===== src/design/gmp_pkg.sv =====
// Shared types, widths and register codes for the grid max path sum unit.
package gmp_pkg;

  localparam int VAL_W     = 32;
  localparam int SUM_W     = 48;
  localparam int ROWS_W    = 9;
  localparam int COLS_W    = 11;
  localparam int CFG_IDX_W = 2;
  localparam int CFG_DAT_W = COLS_W;

  localparam int DEF_MAX_ROWS = 256;
  localparam int DEF_MAX_COLS = 1024;

  typedef logic signed [VAL_W-1:0] val_t;
  typedef logic signed [SUM_W-1:0] sum_t;

  localparam sum_t SUM_MIN = {1'b1, {(SUM_W-1){1'b0}}};

  typedef enum logic [CFG_IDX_W-1:0] {
    CFG_ROWS = 2'd0,
    CFG_COLS = 2'd1
  } cfg_idx_t;

  // Where a cell sits in the grid, as far as the datapath cares.
  typedef struct packed {
    logic first_col;
    logic last_row;
    logic last_col;
    logic has_low;
  } pos_t;

endpackage


===== src/design/gmp_cell.sv =====
// Cell datapath: three-way neighbor max, add, neighbor window, last-column max.
module gmp_cell import gmp_pkg::*; (
  input  logic clk,
  input  logic rst_n,
  input  logic step,
  input  logic restart,
  input  val_t cell_val,
  input  pos_t pos,
  input  sum_t up_q,
  output sum_t cell_sum,
  output sum_t grid_best
);

  sum_t mid_r;
  sum_t low_r;
  sum_t best_r, best_nxt;
  sum_t nb_max;
  sum_t val_ext;

  assign val_ext = {{(SUM_W-VAL_W){cell_val[VAL_W-1]}}, cell_val};

  always_comb begin
    nb_max = mid_r;
    if (pos.has_low && low_r > nb_max) nb_max = low_r;
    if (!pos.last_row && up_q > nb_max) nb_max = up_q;
    cell_sum  = pos.first_col ? val_ext : val_ext + nb_max;
    grid_best = (pos.last_col && cell_sum > best_r) ? cell_sum : best_r;
  end

  always_comb begin
    best_nxt = best_r;
    if (restart) best_nxt = SUM_MIN;
    else if (step && pos.last_row && pos.last_col) best_nxt = SUM_MIN;
    else if (step) best_nxt = grid_best;
  end

  always_ff @(posedge clk) begin
    if (!rst_n) best_r <= SUM_MIN;
    else        best_r <= best_nxt;
  end

  // Slide the window of previous-column sums down one row per cell.
  // A single-row grid feeds its own result back as the next cell's left neighbor.
  always_ff @(posedge clk) begin
    if (step) begin
      low_r <= mid_r;
      mid_r <= (pos.last_row && !pos.has_low) ? cell_sum : up_q;
    end
  end

endmodule


===== config.mk =====
export PLATFORM = sky130hd
export DESIGN_NAME = gmp_cell
export DESIGN_NICKNAME = d
export VERILOG_FILES = /design/src/design/gmp_pkg.sv /design/src/design/gmp_cell.sv
export SDC_FILE = /design/constraint.sdc
export NUM_CORES = 1
export LEC_CHECK = 0
export BUFFER_PORTS_ARGS = -buffer_cell sky130_fd_sc_hd__buf_4
export CORE_ASPECT_RATIO = 0.7
export CORE_UTILIZATION = 45
export CTS_BUF_LIST = sky130_fd_sc_hd__clkbuf_16
export DETAILED_ROUTE_END_ITERATION = 8
export GPL_TIMING_DRIVEN = 0
export PLACE_DENSITY_LB_ADDON = 0.08
export SLEW_MARGIN = 20
export SYNTH_ARGS = -nofsm -noshare
export SYNTH_HDL_FRONTEND = slang
export SYNTH_SLANG_ARGS = --single-unit
export TNS_END_PERCENT = 20

===== constraint.sdc =====
create_clock -name clk -period 24.6 [get_ports clk]
set_input_delay 2.46 -clock clk [delete_from_list [all_inputs] [get_ports clk]]
set_output_delay 2.46 -clock clk [all_outputs]
set_load 0.005 [all_outputs]

==> metrics.txt, run 1 <==
RSZ-0062 raised after global routing=no; CP max stage cell=o41ai_1; sequential power share=21.0%; First-pass DRT Iterations=5; Hold Violations, Final=0; layout cell share with drive strength beyond 1=14.22%; Worst-Margin Slew=1164 ps; Hold WS=470.5 ps; hold buffer count at cts=0; Fin Setup TNS=0 ps; Vias per Instance=5.719; PD cells=88.46 mW/mm2; die width=207.9 um; fillers=2748; H-tree depth=4; initial antenna violation count=3; P&R area growth vs syn=18.41%; global-route wire length before repair=68790 um; RD Place Congestion=0.9290; drt wl/cell=20.87 um; Crit Path Category=flip-flop to output port; min cycle time layout=16750 ps; hold path cells=2; die area=0.03039 mm2; CTS tree=done; leak pwr=0.007294 uW; Worst-Skew Late Latency=460 ps; Max Cap Viol=0; Max Buffers Root-to-Sink=2; number of global-route vias before repair=11640; Final Max Tran Viols=0; Worst IR Drop VDD=0.04246 mV; grt ovf=0; Iteration-0 DRC Markers=1200; pin count of the biggest net entering global routing=100; Reg2Reg Depth=46; Yosys Warn Count=0; worst path required time=22140 ps; fmax=59.69 MHz; most frequent cells in the layout=ha_1 (191), buf_4 (186), nand2_1 (183), a21oi_1 (163), nor2_1 (157); arrival time at the worst endpoint=14290 ps; number of synthesized flops with an enable pin=96; CTS resizes=0; Synth Area per Inst=8.297 um2; combinational share of power=58.6%; final design utilization=54.51%; port bufs=182; internal power=780.1 uW; setup violators final=0; post-CTS setup buffer count=0; commonest non-fill, non-tap cell in the layout=ha_1; Post-DRT Antenna Nets=0; post-synth net total=1890; worst hold-check path type=flip-flop to flip-flop; CTS buffer count=17; Seq/Total Area, Yosys=28.77%; CP startpoint kind=flip-flop; Yosys cell types=77; Clock transition at path regs=70 ps; Yosys reg bits=144; Rows=52; slew margin rel.=21.55%; Post-Syn Area=0.01336 mm2; Tcrit/Tclk final=68.10%; DIE HEIGHT=146.2 um; Initial Utilization=46.03%; CP peak stage delay=910 ps; Sw Ratio=44.24%; status=complete, no violations; routed wire length=45960 um; Clk network pwr share=20.4%; TritonCTS Sinks=144; core area=0.02902 mm2; Post-synth ARST share=0%; Final nets=2091; clk root buf=clkbuf_16; IO Pins=184; DRC Markers=0; net switching power=618.9 uW; worst-path fanout max=10; vias=12590; crit end category=output port; Top FF cell, synth=edfxtp_1; Worst Skew=12.62 ps; hpwl dp=37610 um; Mapped Cells=1610; Total GRT Usage=30.29%
[area by class of cell]
cell class / count / area (um2) / share of cell area, %
multi-input cells: 1250 / 8661 / 54.76
flip-flops and latches: 144 / 3844 / 24.30
repair buffers: 182 / 1370 / 8.662
inverters: 150 / 563.0 / 3.560
well taps: 378 / 473.0 / 2.990
clock buffers: 17 / 425.4 / 2.690
plain buffers: 66 / 290.3 / 1.835
clock inverters: 13 / 185.2 / 1.171
diodes: 2 / 5.005 / 0.03164
[cell families (layout without fill, tap and decap cells)]
logic type | after synthesis | after routing | share of synthesized area (%)
and+or+nand+nor | 474 | 474 | 15.86
AOI/OAI and AO/OA | 427 | 427 | 19.45
buffers and inverters | 216 | 428 | 6.388
adders and majority gates | 192 | 192 | 18.04
DFF | 144 | 144 | 28.77
muxes | 113 | 113 | 8.608
xor gates and xnor gates | 44 | 44 | 2.885
other | 0 | 2 | 0
[Yosys cell counts (8+ instances only)]
cell type,n,area (um2)
a211oi_1,28,210.2
a21oi_1,163,815.8
nor4_1,8,50.05
buf_2,13,65.06
o21a_1,11,82.58
mux2i_1,98,980.9
nor2b_1,13,81.33
nand3_1,21,105.1
and3_1,8,50.05
nand4_1,38,237.7
nor2_1,157,589.3
o211ai_1,9,67.56
dfxtp_1,48,960.9
nor3_1,15,75.07
mux2_2,15,168.9
clkbuf_1,42,157.7
xor2_1,11,96.34
a21boi_0,9,67.56
a21o_1,26,195.2
nand2_1,183,686.9
xnor2_1,33,289.0
o21bai_1,18,135.1
edfxtp_1,96,2883
o21ai_0,103,515.5
ha_1,191,2390
a31oi_1,15,93.84
inv_1,148,555.5
[registers in the layout (all words and copies together) (netlist names)]
name / cells
mid_r: 48
low_r: 48
best_r: 48
[stage by stage]
stage          cells  total power (uW)  area [um2]  worst slack (ps)
2_1_floorplan   1610             799.9       13360             11700
3_3_place_gp    2170              1089       15200              8048
3_5_place_dp    2170              1097       15200              8071
4_1_cts         2200              1384       15810              7971
5_1_grt         2202              1491       15820              7048
6_report        2202              1399       15820              7847
[final timing paths]
check / startpoint / to / slack, ps
max reg2reg: mid_r[19] / best_r[15] / 11000
min reg2reg: best_r[21] / best_r[21] / 470
max: mid_r[19] / grid_best[47] / 7850
min: best_r[21] / best_r[21] / 470
[metal layers]
metal / global-route usage, % / up-vias / part of all wire, %
li1: - / 6200 / -
met1: 46.72 / 5923 / 51
met2: 42.01 / 433 / 40
met3: 6.905 / 35 / 8.6
met4: 6.852 / 2 / 1.2
met5: 0 / - / 0.028
[power groups by stage]
stage | Combinational (uW) | Clock (uW) | Sequential (uW)
after floorplan | 505 | 0 | 295
after global placement | 791 | 0 | 298
after detailed placement | 799 | 0 | 299
after CTS | 803 | 287 | 294
after global routing | 898 | 297 | 296
final | 819 | 286 | 294
[worst max-delay path: cells and delay by family, from the launching register on]
kind            cells  cell delay [ps]
compound gates     17             5640
xor+xnor            1              160
fa+ha+maj           4             1350
buf+inv            12             2920
flops               1              400
mux                 1              350
simple gates       12             2980
(Power assumes the default switching activity.)
==> run 2: changes to the inputs <==
ABC_AREA = 1   (was default)
clock period = 16.8 ns   (was 24.6 ns; I/O delays follow)
==> run 2 against run 1 <==
Sequential share of layout area fell by 1.1 points. Setup slack worse by 4000 ps. Die area grew 5.9%. Sequential power is 44% higher. Clock-buffer cell count did not move. Highest routed layer is now met4. First-iteration DRC count increased by 28%. Register-to-register slack got worse by 4900 ps. Area after synthesis grew 5.9%. Non-clock buffer count fell by 4. Hold slack got worse by 22 ps. Cell area is 4.9% higher.
==> metrics.txt, run 2 <==
CTS resizes=0; CP peak stage delay=630 ps; number of global-route vias before repair=13660; cell with the most instances after synthesis=nand2_1; IO Pins=184; P&R area growth vs syn=17.23%; Worst-Skew Late Latency=480 ps; Vias per Instance=5.642; drt wl/cell=20.26 um; post-route non-filler standard cell count=2699; core area=0.03044 mm2; post-synth net total=2353; Clock transition at path regs=70 ps; largest cells by area after synthesis=edfxtp_1 (20%), ha_1 (17%), nand2_1 (13%), inv_1 (8.8%), dfxtp_1 (6.8%); fmax=77.45 MHz; CP max stage cell=clkbuf_1; port bufs=182; n_diodes=0; Synth top area share=20.37%; internal power=999.1 uW; Hold Violations, Final=0; crit end category=output port; TritonCTS Sinks=144; Rows=53; Tcrit/Tclk final=76.86%; Total GRT Usage=33.58%; DIE HEIGHT=150.4 um; worst-path fanout max=10; Yosys Warn Count=0; hpwl dp=44700 um; Worst Skew=25.02 ps; Sw Ratio=48.94%; status=complete, no violations; arrival time at the worst endpoint=11230 ps; Top FF cell, synth=edfxtp_1; worst hold-check path type=flip-flop to flip-flop; Worst-Margin Slew=1215 ps; CTS tree=done; hold buffer count at cts=0; setup violators final=0; Worst IR Drop VDD=0.07218 mV; CP startpoint kind=flip-flop; Clk network pwr share=19.3%; slew margin rel.=18.17%; initial antenna violation count=1; Synth Area per Inst=6.826 um2; global-route wire length before repair=79640 um; Seq/Total Area, Yosys=27.16%; DP Cell Count=2667; Final nets=2554; Mapped Cells=2073; clk root buf=clkbuf_16; Max Buffers Root-to-Sink=2; Crit Path Category=flip-flop to output port; die width=213.9 um; biggest regs=best_r x48, low_r x48, mid_r x48; final design utilization=54.50%; Yosys reg bits=144; layout cell share with drive strength beyond 1=12.46%; crit-path most repeated cell=nand2_1; Max Cap Viol=0; post-CTS setup buffer count=0; die area=0.03217 mm2; number of synthesized flops with an enable pin=96; PD cells=118.0 mW/mm2; most frequent cells in the layout=nand2_1 (487), inv_1 (333), ha_1 (191), o21ai_0 (188), buf_4 (184); H-tree depth=4; Fin Setup TNS=0 ps; First-pass DRT Iterations=6; worst path required time=15120 ps; sequential power share=21.6%; Post-DRT Antenna Nets=0; commonest non-fill, non-tap cell in the layout=nand2_1; leak pwr=0.008202 uW; vias=15230; grt ovf=0; Post-Syn Area=0.01415 mm2; Yosys top cell by area=edfxtp_1; Yosys cell types=53; net switching power=957.7 uW; Iteration-0 DRC Markers=1535; min cycle time layout=12910 ps; RD Place Congestion=0.9638; combinational share of power=59.1%; Initial Utilization=46.49%; DRC Markers=0; Post-synth top cells=nand2_1 (487), inv_1 (333), o21ai_0 (192); CTS buffer count=17; routed wire length=54680 um; RSZ-0062 raised after global routing=no; Post-synth ARST share=0%; Final Max Tran Viols=0; pin count of the biggest net entering global routing=98
[run 2: critical path: cells and delay by family (launching register included)]
kind	cells	cell delay (ps)
AO/OA/AOI/OAI	9	2310
adder cells (fa/ha/maj)	4	1500
buffers and inverters	10	2070
flip-flops	1	410
AND/OR/NAND/NOR	27	4430
[run 2: worst paths after layout]
| path | from | slack [ps] | cells past startpoint | to |
|---|---|---|---|---|
| setup reg to reg | low_r[35] | 6090 | 50 | best_r[18] |
| setup / recovery | low_r[35] | 3890 | 50 | grid_best[47] |
| hold reg to reg | mid_r[5] | 450 | 0 | low_r[5] |
| hold / removal | mid_r[5] | 450 | 0 | low_r[5] |
[run 2: power groups by stage]
stage	Combinational [uW]	Clock, uW	Sequential, uW
after floorplan	681	0	425
after detailed placement	1120	0	429
after global placement	1110	0	428
final	1160	378	422
after CTS	1130	380	422
after global routing	1260	394	425
[run 2: cell families after synthesis]
kind of cell             synth area share [%]
AND/OR/NAND/NOR                         22.78
XOR/XNOR                               0.2476
adder cells (fa/ha/maj)                 17.03
AO/OA/AOI/OAI                           21.63
buffers and inverters                   11.15
flip-flops                              27.16
[run 2: per-stage QoR]
stage	cell area [um2]	power [uW]	setup WS, ps	hold slack, ps
global route	16590	2082	3329	456.9
floorplan	14150	1106	7464	426.4
CTS	16590	1927	3998	448.4
global placement	16030	1536	4316	429.3
detailed placement	16040	1547	4416	432.1
finish	16590	1957	3888	448.4
[run 2: cell type report]
class | instances | area (um2)
flip-flops and latches | 144 | 3844
plain buffers | 62 | 306.5
well taps | 412 | 515.5
multi-input cells | 1529 | 8728
clock inverters | 15 | 126.4
repair buffers | 182 | 1370
fillers | 3021 | 13850
clock buffers | 17 | 425.4
inverters | 338 | 1271
[run 2: routing by layer]
| metal | part of all wire (%) | wire length, um | track usage, % |
|---|---|---|---|
| met1 | 49 | 26760 | 50.92 |
| met2 | 40 | 21690 | 47.40 |
| met3 | 10 | 5507 | 7.374 |
| met4 | 1.3 | 720 | 7.950 |
| met5 | 0 | 0 | 0 |
