<file path="src/design/gmp_pkg.sv">
// Shared types, widths and register codes for the grid max path sum unit.
package gmp_pkg;

  localparam int VAL_W     = 32;
  localparam int SUM_W     = 48;
  localparam int ROWS_W    = 9;
  localparam int COLS_W    = 11;
  localparam int CFG_IDX_W = 2;
  localparam int CFG_DAT_W = COLS_W;

  localparam int DEF_MAX_ROWS = 256;
  localparam int DEF_MAX_COLS = 1024;

  typedef logic signed [VAL_W-1:0] val_t;
  typedef logic signed [SUM_W-1:0] sum_t;

  localparam sum_t SUM_MIN = {1'b1, {(SUM_W-1){1'b0}}};

  typedef enum logic [CFG_IDX_W-1:0] {
    CFG_ROWS = 2'd0,
    CFG_COLS = 2'd1
  } cfg_idx_t;

  // Where a cell sits in the grid, as far as the datapath cares.
  typedef struct packed {
    logic first_col;
    logic last_row;
    logic last_col;
    logic has_low;
  } pos_t;

endpackage

</file>
<file path="src/design/gmp_seq.sv">
// Grid size registers and cell position counters.
module gmp_seq import gmp_pkg::*; #(
  parameter int MAX_ROWS = DEF_MAX_ROWS,
  parameter int MAX_COLS = DEF_MAX_COLS,
  parameter int RW       = (MAX_ROWS > 1) ? $clog2(MAX_ROWS) : 1,
  parameter int CW       = (MAX_COLS > 1) ? $clog2(MAX_COLS) : 1
) (
  input  logic                 clk,
  input  logic                 rst_n,
  input  logic                 cfg_we,
  input  logic [CFG_IDX_W-1:0] cfg_idx,
  input  logic [CFG_DAT_W-1:0] cfg_dat,
  input  logic                 advance,
  output logic                 restart,
  output pos_t                 pos,
  output logic [RW-1:0]        row,
  output logic [RW-1:0]        rd_addr
);

  logic [RW-1:0] last_row_r, last_row_nxt;
  logic [CW-1:0] last_col_r, last_col_nxt;
  logic [RW-1:0] row_cnt_r, row_cnt_nxt;
  logic [CW-1:0] col_cnt_r, col_cnt_nxt;
  logic [31:0]   rows_cl, cols_cl;
  logic [31:0]   rows_in, cols_in;

  assign rows_in = 32'(cfg_dat[ROWS_W-1:0]);
  assign cols_in = 32'(cfg_dat[COLS_W-1:0]);

  // Clamp to 1..MAX; zero acts as one.
  always_comb begin
    rows_cl = rows_in;
    if (rows_in == 32'd0) rows_cl = 32'd1;
    else if (rows_in > 32'(MAX_ROWS)) rows_cl = 32'(MAX_ROWS);
    cols_cl = cols_in;
    if (cols_in == 32'd0) cols_cl = 32'd1;
    else if (cols_in > 32'(MAX_COLS)) cols_cl = 32'(MAX_COLS);
  end

  assign restart = cfg_we && (cfg_idx == CFG_ROWS || cfg_idx == CFG_COLS);

  always_comb begin
    last_row_nxt = last_row_r;
    last_col_nxt = last_col_r;
    if (cfg_we && cfg_idx == CFG_ROWS) last_row_nxt = RW'(rows_cl - 32'd1);
    if (cfg_we && cfg_idx == CFG_COLS) last_col_nxt = CW'(cols_cl - 32'd1);
  end

  assign row = row_cnt_r;
  assign pos.first_col = (col_cnt_r == '0);
  assign pos.last_row  = (row_cnt_r == last_row_r);
  assign pos.last_col  = (col_cnt_r == last_col_r);
  assign pos.has_low   = (row_cnt_r != '0);

  // Fetch the previous column's entry one row up, wrapping at the column end.
  assign rd_addr = pos.last_row ? '0 : row_cnt_r + RW'(1);

  always_comb begin
    row_cnt_nxt = row_cnt_r;
    col_cnt_nxt = col_cnt_r;
    if (restart) begin
      row_cnt_nxt = '0;
      col_cnt_nxt = '0;
    end else if (advance) begin
      if (pos.last_row) begin
        row_cnt_nxt = '0;
        col_cnt_nxt = pos.last_col ? '0 : col_cnt_r + CW'(1);
      end else begin
        row_cnt_nxt = row_cnt_r + RW'(1);
      end
    end
  end

  always_ff @(posedge clk) begin
    if (!rst_n) begin
      last_row_r <= '0;
      last_col_r <= '0;
      row_cnt_r  <= '0;
      col_cnt_r  <= '0;
    end else begin
      last_row_r <= last_row_nxt;
      last_col_r <= last_col_nxt;
      row_cnt_r  <= row_cnt_nxt;
      col_cnt_r  <= col_cnt_nxt;
    end
  end

endmodule

</file>
<file path="config.mk">
export PLATFORM = sky130hd
export DESIGN_NAME = gmp_seq
export DESIGN_NICKNAME = d
export VERILOG_FILES = /design/src/design/gmp_pkg.sv /design/src/design/gmp_seq.sv
export SDC_FILE = /design/constraint.sdc
export NUM_CORES = 1
export LEC_CHECK = 0
export BUFFER_PORTS_ARGS = -buffer_cell sky130_fd_sc_hd__buf_2
export CORE_MARGIN = 2
export CORE_UTILIZATION = 55
export DETAILED_ROUTE_END_ITERATION = 8
export MAX_ROUTING_LAYER = met4
export PLACE_DENSITY = 0.76
export SETUP_SLACK_MARGIN = 0.5
export SLEW_MARGIN = 25
export SYNTH_ARGS = -nofsm -noshare
export SYNTH_HDL_FRONTEND = slang
export SYNTH_SLANG_ARGS = --single-unit
export TNS_END_PERCENT = 30
</file>
<file path="constraint.sdc">
create_clock -name clk -period 5.8 [get_ports clk]
set_input_delay 0.58 -clock clk [delete_from_list [all_inputs] [get_ports clk]]
set_output_delay 0.58 -clock clk [all_outputs]
set_load 0.01 [all_outputs]
</file>
==> results of run 1 <==
logic make-up after synthesis:
kind of cell	share of synthesized area
AO/OA/AOI/OAI	0.177
XOR/XNOR	0.111
adder cells (fa/ha/maj)	0.0317
buffers and inverters	0.0650
flip-flops	0.304
multiplexers	0.00423
AND/OR/NAND/NOR	0.307
power by group through the flow:
stage | Sequential [mW] | Combinational [mW] | Clock [mW]
floorplan | 0.267 | 0.0897 | 0
global placement | 0.268 | 0.118 | 0
detailed placement | 0.268 | 0.119 | 0
CTS | 0.263 | 0.119 | 0.200
global route | 0.264 | 0.133 | 0.207
finish | 0.263 | 0.119 | 0.195
layer usage:
metal / global-route usage / up-vias / part of all wire
li1: - / 1133 / -
met1: 0.306 / 1052 / 0.47
met2: 0.386 / 74 / 0.46
met3: 0.0494 / 5 / 0.062
met4: 0.0684 / 0 / 0.010
met5: - / - / 0
worst reg2reg max path, delay by kind of cell, from the launching register on:
kind	cells	cell delay [ns]
AO/OA/AOI/OAI	2	0.37
XOR/XNOR	1	0.16
buffers and inverters	1	0.22
flip-flops	1	0.51
AND/OR/NAND/NOR	2	0.78
per-stage QoR:
stage               hold WS, ns  utilization  power, mW
finish                    0.475        0.638      0.577
floorplan                 0.455            -      0.356
global route              0.527        0.638      0.604
CTS                       0.479        0.638      0.582
detailed placement        0.469        0.614      0.387
global placement          0.468        0.614      0.386
worst max-delay path by stage:
| stage | startpoint | end | depth (start not counted) |
|---|---|---|---|
| floorplan | cfg_dat[2] | last_col_r[8] | 7 |
| global placement | cfg_dat[2] | last_row_r[4] | 10 |
| detailed placement | cfg_dat[2] | last_row_r[4] | 10 |
| CTS | row[5] | rd_addr[4] | 6 |
| global route | row[5] | rd_addr[7] | 6 |
| finish | row[5] | rd_addr[4] | 6 |
area by class of cell:
cell class                 count  area, sq um
clock buffer                   7         96.3
fill                         371         1480
inverter                      12         47.5
multi-input combinational    238         1490
sequential                    36          721
tap                           50         62.6
timing repair buffer          37          185
registers in the layout, indices dropped and copies added, names as in the netlist:
signal      count
col_cnt_r      10
last_col_r     10
last_row_r      8
row             8
cells in the mapped netlist (all sizes together), types with 7 or more instances:
master / count / area [sq um]
a21oi: 15 / 75.1
a31oi: 11 / 68.8
buf: 8 / 56.3
clkbuf: 13 / 50.0
dfxtp: 36 / 721
inv: 11 / 43.8
nand2: 28 / 113
nand3: 26 / 135
nand4: 8 / 50.1
nor2: 26 / 97.6
nor3: 7 / 35.0
nor4: 7 / 73.8
o21ai: 22 / 110
xor2: 24 / 210
layout by cell type, fill, tap and decap left out, types with 4 or more instances in the layout:
cell type,count
buf_2,37
dfxtp_1,36
nand2_1,27
nor2_1,26
nand3_1,25
xor2_1,24
o21ai_0,21
a21oi_1,15
a31oi_1,11
inv_1,10
nand4_1,8
nor3_1,7
clkbuf_8,7
xnor2_1,6
nand2b_1,6
nor2b_1,6
ha_1,6
nor4_1,5
o211a_1,5
and2_1,4
nand4b_1,4
==> results.md, run 1 <==
* Post-placement cell count at about 370
* Worst IR drop on VDD at approximately 120 uV
* Remaining DRCs at 0
* Final hold violations at 0
* Post-CTS Setup Inserts at 0
* Hold depth at 2
* Die Y at about 70 um
* PortBufs at 37
* TritonCTS clock tree: done
* Post-CTS sizing at 0
* Total grt overflow at 0
* RR Endpoint: row[2]
* Fraction of layout cells with a size suffix above 1 at 0.152
* IO Pins at 38
* RD Place Congestion at between 0.9 and 1
* Final worst-path cycle share at 0.475
* CP required at 5.22 ns
* Cts hold-fix bufs at 0
* Final Non-Filler Cells at 380
* Synth Warn # at 0
* Status: completed
* Pre-antenna DRT Iters at 5
* Wirelength per Cell at between 10 and 15 um
* Synthesized Nets at 330
* Largest net degree at the start of global routing at 23
* Die W at between 60 and 70 um
* Clock Sink Count at 36
* Sequential element share of the synthesized area at 0.304
* Cells after Synth at 307
* Mapped Avg Cell Area at around 7.7 sq um
* Synth Flop Type: dfxtp_1
* Rel. slew slack at 0.534
* Layout net count at 353
* Diode count at 0
* Routed wire length at between 5 and 6 mm
* R2R cell count at 6
* Setup TNS at 0 ns
* Synth unique cells at 47
* Largest stage delay, worst path at approximately 0.55 ns
* Worst Path Arrival at around 2.2 ns
* Final clock skew at between 0.005 and 0.006 ns
* #FFs+latches synth at 36
* Endpoints failing setup at 0
* Net Switching at between 150 and 200 uW
* Via density at a little under 6
* Worst Max-Slew Pin Slew at around 0.7 ns
* Sequential power share at 0.455
* Initial antenna violation count at 0
* Fmax at roughly 360 MHz
* Max cap viols at 0
* Pwr/cell area at around 220 nW/um^2
* Initial core utilization at 0.580
* CP top delay family: simple AND/OR/NAND/NOR gates
* Dpl ws at around 3.2 ns
* Final Max Slew Viols at 0
* Hold path start: last_row_r[6]
* Number of synthesized flops with an enable pin at 0
* Die area at 4850 sq um
* Area Growth Syn to Fin at 10.0%
* CTS Buf Count at 5
* PnR worst setup slack at 3.05 ns
* Slowest cell on crit path: nor4_4
* Critical path, cell by cell: xor2_1 -> nor4_4 -> nand2_4 -> inv_4 -> nor2_1 -> buf_2
* Placed wire-length estimate at 3.92 mm
* Starting DRT DRC Count at about 210
* Comb pwr share at 0.206
* Hold EP: last_row_r[6]
* Number of global-route vias before repair at around 2,100
* Synthesized cell area at 2370 sq um
* Final Instance Area at roughly 2600 sq um
* Internal power at slightly above 400 uW
* Crit end category: output pin
* Critical Path Fanout Max at 16
* Min-delay worst type: reg2reg
* Reg2Reg Setup Slack at 3.65 ns
* Skew-Pair Late Insertion Delay at 0.29 ns
* Detail Route Antenna Nets at 0
* Clk slew on worst S/H paths at about 0.07 ns
* Clock Root Buffer: clkbuf_8
* Total GRT Usage at 0.240
* Routed vias at 2,264
* Buf+Inv Stages, Crit Path at 2
* R2R Path Start: row[5]
* Core Rows at 23
* Pleak at between 1 and 1.5 nW
* Fin crit period at about 2.8 ns
* Depth of the CTS H-tree at 2
* Core footprint at approximately 4100 sq um
* CTS Buffer Depth at 2
* Critical path class: reg2out
* Dpl cell area at roughly 2500 sq um
* Global-route wire length before repair at between 9 and 10 mm
* Switching share of power at 0.302
* Startpoint types: flop
* Clk pwr share at 0.339
* Async set-or-reset flop fraction in the synthesized netlist at 0
* RSZ-0062 raised after global routing: false
Power figures use the tool's default switching activity.
==> inputs of run 2 (changes only) <==
==> constraint.sdc (replaced) <==
create_clock -name clk -period 2.8 [get_ports clk]
set_input_delay 0.28 -clock clk [delete_from_list [all_inputs] [get_ports clk]]
set_output_delay 0.28 -clock clk [all_outputs]
set_load 0.01 [all_outputs]
==> results.md, run 2 (synthesized netlist as in run 1, its figures left out) <==
* Rel. slew slack at 0.553 (+0.0185)
* Final hold violations at 0 (unchanged)
* Hold EP: last_col_r[7]
* Hold path start: cfg_dat[7]
* Clock Root Buffer: clkbuf_8
* TritonCTS clock tree: done
* Diode count at 0 (unchanged)
* Skew-Pair Late Insertion Delay at 0.30 ns (about the same)
* Sequential power share at 0.473 (+0.018)
* Total GRT Usage at 0.243 (+0.00358)
* PortBufs at 37 (unchanged)
* Most frequent cells in the layout: buf_2 (37), dfxtp_1 (30), nand2_1 (27)
* Routed vias at 2,297 (+1.5%)
* Placed wire-length estimate at 3.96 mm (+1.2%)
* Layout net count at 356 (+0.85%)
* Clk slew on worst S/H paths at 0.07 ns (about the same)
* Initial core utilization at 0.580 (unchanged)
* Die Y at 69.6 um (unchanged)
* Fmax at 469 MHz
* Number of global-route vias before repair at 2,037 (-1.4%)
* RSZ-0062 raised after global routing: false
* Core Rows at 23 (unchanged)
* Net Switching at 359 uW (+110%)
* Starting DRT DRC Count at 270 (+27%)
* Critical path class: reg2out
* Startpoint types: flop
* Largest net degree at the start of global routing at 23 (unchanged)
* Internal power at 791 uW (+97%)
* Core footprint at 4090 sq um (unchanged)
* Worst Path Arrival at 1.85 ns (-0.32 ns)
* CP required at 2.52 ns (-2.70 ns)
* Final Max Slew Viols at 0 (unchanged)
* CTS Buffer Depth at 2 (unchanged)
* Detail Route Antenna Nets at 0 (unchanged)
* Critical Path Fanout Max at 16 (unchanged)
* Remaining DRCs at 0 (unchanged)
* Crit end category: output pin
* Routed wire length at 5.46 mm (+0.98%)
* Hold Slack at 0.312 ns (-0.163 ns)
* Pleak at 1.16 nW (+0.71%)
* Switching share of power at 0.312 (+0.00991)
* Die W at 69.6 um (unchanged)
* Setup TNS at 0 ns (unchanged)
* R2R cell count at 7 (+1)
* Status: completed
* Worst IR drop on VDD at 252 uV (+110%)
* Reg2Reg Setup Slack at 0.81 ns (-2.84 ns)
* Most common cell after layout, fill and taps aside: buf_2
* Min-delay worst type: in2reg
* IO Pins at 38 (unchanged)
* Fin crit period at ~2.1 ns
* Wirelength per Cell at 14.3 um (+0.19%)
* Clk pwr share at 0.304 (-0.035)
* RR Endpoint: row[6]
* Die area at 4850 sq um (unchanged)
* Clock Sink Count at 36 (unchanged)
* Via density at 6.00 (+0.66%)
* Post-CTS Setup Inserts at 0 (unchanged)
* Endpoints failing setup at 0 (unchanged)
* Worst Max-Slew Pin Slew at 0.664 ns (-0.0275 ns)
* R2R Path Start: row[2]
* Cts hold-fix bufs at 0 (unchanged)
* Final worst-path cycle share at 0.762
* Biggest regs: col_cnt_r x10, last_col_r x10
* Post-CTS sizing at 0 (unchanged)
* Total grt overflow at 0 (unchanged)
* Comb pwr share at 0.223 (+0.017)
* Initial antenna violation count at 0 (unchanged)
* CTS Buf Count at 5 (unchanged)
* Pre-antenna DRT Iters at 5 (unchanged)
* Pwr/cell area at 440 nW/um^2 (+99%)
* Depth of the CTS H-tree at 2 (unchanged)
* Global-route wire length before repair at 9.45 mm (+0.96%)
* Fraction of layout cells with a size suffix above 1 at 0.174 (+0.0227)
* Max cap viols at 0 (unchanged)
* Final clock skew at 0.00763 ns (+0.00218 ns)
* RD Place Congestion at 0.947 (+2.7%)
* Area Growth Syn to Fin at 10.5%
* Hold depth at 3 (+1)
## run 2: cell types whose count changed in the layout (fill, tap and decap cells not counted)
cell / delta
dfxtp_1: -6
dfxtp_2: +6
buf_4: +3
clkbuf_8: -2
clkbuf_1: +1
clkinv_2: +1
## run 2: per-stage QoR
stage	std cells	area [sq um]	worst slack, ns	util	total power [mW]
2_1_floorplan	307	2370	0.857	-	0.738
3_3_place_gp	376	2530	0.762	0.620	0.807
3_5_place_dp	376	2530	0.676	0.620	0.810
4_1_cts	383	2610	0.545	0.639	1.16
5_1_grt	383	2620	0.518	0.641	1.21
6_report	383	2620	0.667	0.641	1.15
## run 2: layer usage
metal | wire [um] | part of all wire | up-vias | global-route usage
li1 | - | - | 1142 | -
met1 | 2570 | 0.47 | 1055 | 0.311
met2 | 2490 | 0.46 | 93 | 0.382
met3 | 338 | 0.062 | 7 | 0.0596
met4 | 61 | 0.011 | 0 | 0.0726
met5 | 0 | 0 | - | -
## run 2: worst max path at each step
| stage | from | endpoint | slack, ns | cells after the start |
|---|---|---|---|---|
| after floorplan | cfg_dat[2] | last_col_r[8] | 0.86 | 7 |
| after global placement | cfg_dat[5] | last_row_r[4] | 0.76 | 10 |
| after detailed placement | cfg_dat[5] | last_row_r[4] | 0.68 | 10 |
| after CTS | row[5] | rd_addr[7] | 0.55 | 7 |
| after global routing | row[4] | rd_addr[4] | 0.52 | 7 |
| final | row[5] | rd_addr[2] | 0.67 | 7 |
## run 2: final cells by class
class / instances / area, sq um
clock buffer: 6 / 72.6
clock inverter: 1 / 5.00
fill: 377 / 1470
inverter: 12 / 47.5
multi-input combinational: 238 / 1490
sequential: 36 / 728
tap: 50 / 62.6
timing repair buffer: 40 / 208
## run 2: critical path, stage by stage (launching register included)
cell and delay, ns:
dfxtp_2 0.37, xor2_1 0.20, nor4_4 0.27, buf_4 0.20, nand2_4 0.13, inv_4 0.19
nor2_1 0.07, buf_2 0.14
## run 2: power groups by stage
stage / combinational [mW] / clock, mW / sequential (mW)
4_1_cts: 0.255 / 0.358 / 0.544
3_5_place_dp: 0.254 / 0 / 0.555
3_3_place_gp: 0.252 / 0 / 0.555
5_1_grt: 0.285 / 0.382 / 0.547
6_report: 0.256 / 0.350 / 0.544
2_1_floorplan: 0.186 / 0 / 0.552
==> inputs of run 3 (changes only) <==
--- a/config.mk
+++ b/config.mk
@@ -7,10 +7,10 @@
 export LEC_CHECK = 0
 export BUFFER_PORTS_ARGS = -buffer_cell sky130_fd_sc_hd__buf_2
 export CORE_MARGIN = 2
-export CORE_UTILIZATION = 55
+export CORE_UTILIZATION = 51
 export DETAILED_ROUTE_END_ITERATION = 8
 export MAX_ROUTING_LAYER = met4
-export PLACE_DENSITY = 0.76
+export PLACE_DENSITY = 0.74
 export SETUP_SLACK_MARGIN = 0.5
 export SLEW_MARGIN = 25
 export SYNTH_ARGS = -nofsm -noshare
==> constraint.sdc (replaced) <==
create_clock -name clk -period 1.95 [get_ports clk]
set_input_delay 0.195 -clock clk [delete_from_list [all_inputs] [get_ports clk]]
set_output_delay 0.195 -clock clk [all_outputs]
set_load 0.01 [all_outputs]
==> results.md, run 3 (synthesized netlist as in run 1, its figures left out) <==
* Status: completed
* Starting DRT DRC Count at 188 (-30%)
* Layout net count at 381 (+7.0%)
* Critical path destination: rd_addr[1]
* CP required at 1.75 ns (-0.77 ns)
* Via density at 5.87 (-2.1%)
* Final hold violations at 0 (unchanged)
* Clock Root Buffer: clkbuf_8
* Diode count at 0 (unchanged)
* Core footprint at 4410 sq um (+8.0%)
* TritonCTS clock tree: done
* Clock Sink Count at 36 (unchanged)
* Die W at 72.2 um (+3.6%)
* Rel. slew slack at 0.682 (+0.129)
* Worst Max-Slew Pin Slew at 0.475 ns (-0.190 ns)
* Skew-Pair Late Insertion Delay at 0.29 ns (about the same)
* Global-route wire length before repair at 10.2 mm (+8.2%)
* PortBufs at 37 (unchanged)
* Final Instance Area at 3030 sq um (+16%)
* Hold Slack at 0.208 ns (-0.105 ns)
* Clk slew on worst S/H paths at 0.08 ns (about the same)
* Min-delay worst type: in2reg
* Fmax at approximately 550 MHz
* Initial antenna violation count at 0 (unchanged)
* CTS Buf Count at 5 (unchanged)
* Fraction of layout cells with a size suffix above 1 at 0.318 (+0.143)
* Initial core utilization at 0.537 (-0.0430)
* IO Pins at 38 (unchanged)
* Biggest regs: col_cnt_r x10, last_col_r x10
* Most common cell after layout, fill and taps aside: buf_2
* Total grt overflow at 0 (unchanged)
* Final clock skew at 0.00581 ns (-0.00181 ns)
* Reg2Reg Setup Slack at 0.28 ns (-0.53 ns)
* Startpoint types: flop
* Dpl cell area at 2750 sq um (+8.5%)
* Routed wire length at 6.21 mm (+14%)
* Critical Path Fanout Max at 5 (-11)
* RD Place Congestion at 0.916 (-3.3%)
* Depth of the CTS H-tree at 2 (unchanged)
* Pwr/cell area at 648 nW/um^2 (+48%)
* Wirelength per Cell at 15.1 um (+5.9%)
* Fin crit period at 1.81 ns
* Pre-antenna DRT Iters at 5 (unchanged)
* Detail Route Antenna Nets at 0 (unchanged)
* Endpoints failing setup at 0 (unchanged)
* Core Rows at 24 (+4.3%)
* Placed wire-length estimate at 4.35 mm (+9.8%)
* Die Y at 72.2 um (+3.6%)
* Max cap viols at 0 (unchanged)
* Area Growth Syn to Fin at 27.9%
* Worst Setup SP: last_row_r[6]
* RR Endpoint: col_cnt_r[5]
* RSZ-0062 raised after global routing: true
* Routed vias at 2,413 (+5.1%)
* Setup TNS at 0 ns (unchanged)
* Remaining DRCs at 0 (unchanged)
* R2R Path Start: col_cnt_r[4]
* Die area at 5210 sq um (+7.4%)
* Final Max Slew Viols at 0 (unchanged)
* Final worst-path cycle share at 0.928
* Largest net degree at the start of global routing at 23 (unchanged)
* CTS Buffer Depth at 2 (unchanged)
* Most frequent cells in the layout: buf_2 (35), buf_4 (28), nand2_1 (27)
* # fillers at 355 (-5.8%)
* Worst IR drop on VDD at 408 uV (+62%)
* Crit end category: output pin
* Pleak at 1.34 nW (+15%)
* Total GRT Usage at 0.254 (+0.0104)
* Critical path class: reg2out
* Worst Path Arrival at 1.62 ns (-0.23 ns)
* Hold depth at 3 (unchanged)
* Cts hold-fix bufs at 0 (unchanged)
* Number of global-route vias before repair at 2,196 (+7.8%)
* R2R cell count at 8 (+1)
-- run 3: changes by cell type in the layout (fill, tap and decap cells not counted), sizes merged --
cell,delta
clkbuf,-1
bufinv,+1
clkinvlp,+1
buf,+25
-- run 3: critical path: stages, from the launching register on --
cell	delay [ns]
dfxtp_2	0.34
xor2_2	0.18
nor4_4	0.35
nand2_4	0.15
and2_4	0.19
buf_6	0.11
-- run 3: power by group --
group	internal, mW	leakage (nW)	switching [mW]	total (mW)
clock	0.379	0.0541	0.293	0.671
sequential	0.757	0.299	0.0224	0.779
combinational	0.219	0.983	0.294	0.513
total	1.35	1.34	0.609	1.96
-- run 3: final cells by class --
type / instances / area [sq um] / area share
Multi-Input combinational cell: 238 / 1650 / 0.545
Sequential cell: 36 / 742 / 0.245
Timing Repair Buffer: 65 / 408 / 0.135
Clock buffer: 5 / 68.8 / 0.0227
Tap cell: 52 / 65.1 / 0.0215
Inverter: 12 / 52.6 / 0.0173
Clock inverter: 3 / 42.5 / 0.0140
-- run 3: what timing repair did --
action	in CTS	in global routing
setup buffers	7	0
pin swaps	9	5
resized for setup	28	7
hold endpoints to repair	0	0
setup endpoints to repair	32	37
-- run 3: how the worst min path moves through the flow --
stage	slack, ns	from	to
floorplan	0.35	cfg_dat[9]	last_col_r[9]
global placement	0.48	last_row_r[6]	last_row_r[6]
detailed placement	0.49	last_row_r[6]	last_row_r[6]
CTS	0.20	advance	col_cnt_r[2]
global route	0.22	advance	col_cnt_r[0]
finish	0.21	advance	col_cnt_r[2]
-- run 3: stage by stage --
step | total power [mW] | worst slack, ns | utilization | std cells
2_1_floorplan | 1.09 | 0.291 | - | 307
3_3_place_gp | 1.21 | 0.200 | 0.623 | 396
3_5_place_dp | 1.21 | 0.150 | 0.623 | 396
4_1_cts | 1.94 | 0.133 | 0.680 | 411
5_1_grt | 2.04 | 0.0380 | 0.686 | 411
6_report | 1.96 | 0.140 | 0.686 | 411
-- run 3: per-layer routing --
metal	vias to the layer above	wire (um)	GRT usage	part of all wire
met5	-	0	-	0
met4	0	117	0.0755	0.019
met3	13	284	0.0486	0.046
li1	1191	-	-	-
met2	74	3050	0.405	0.49
met1	1135	2750	0.327	0.44
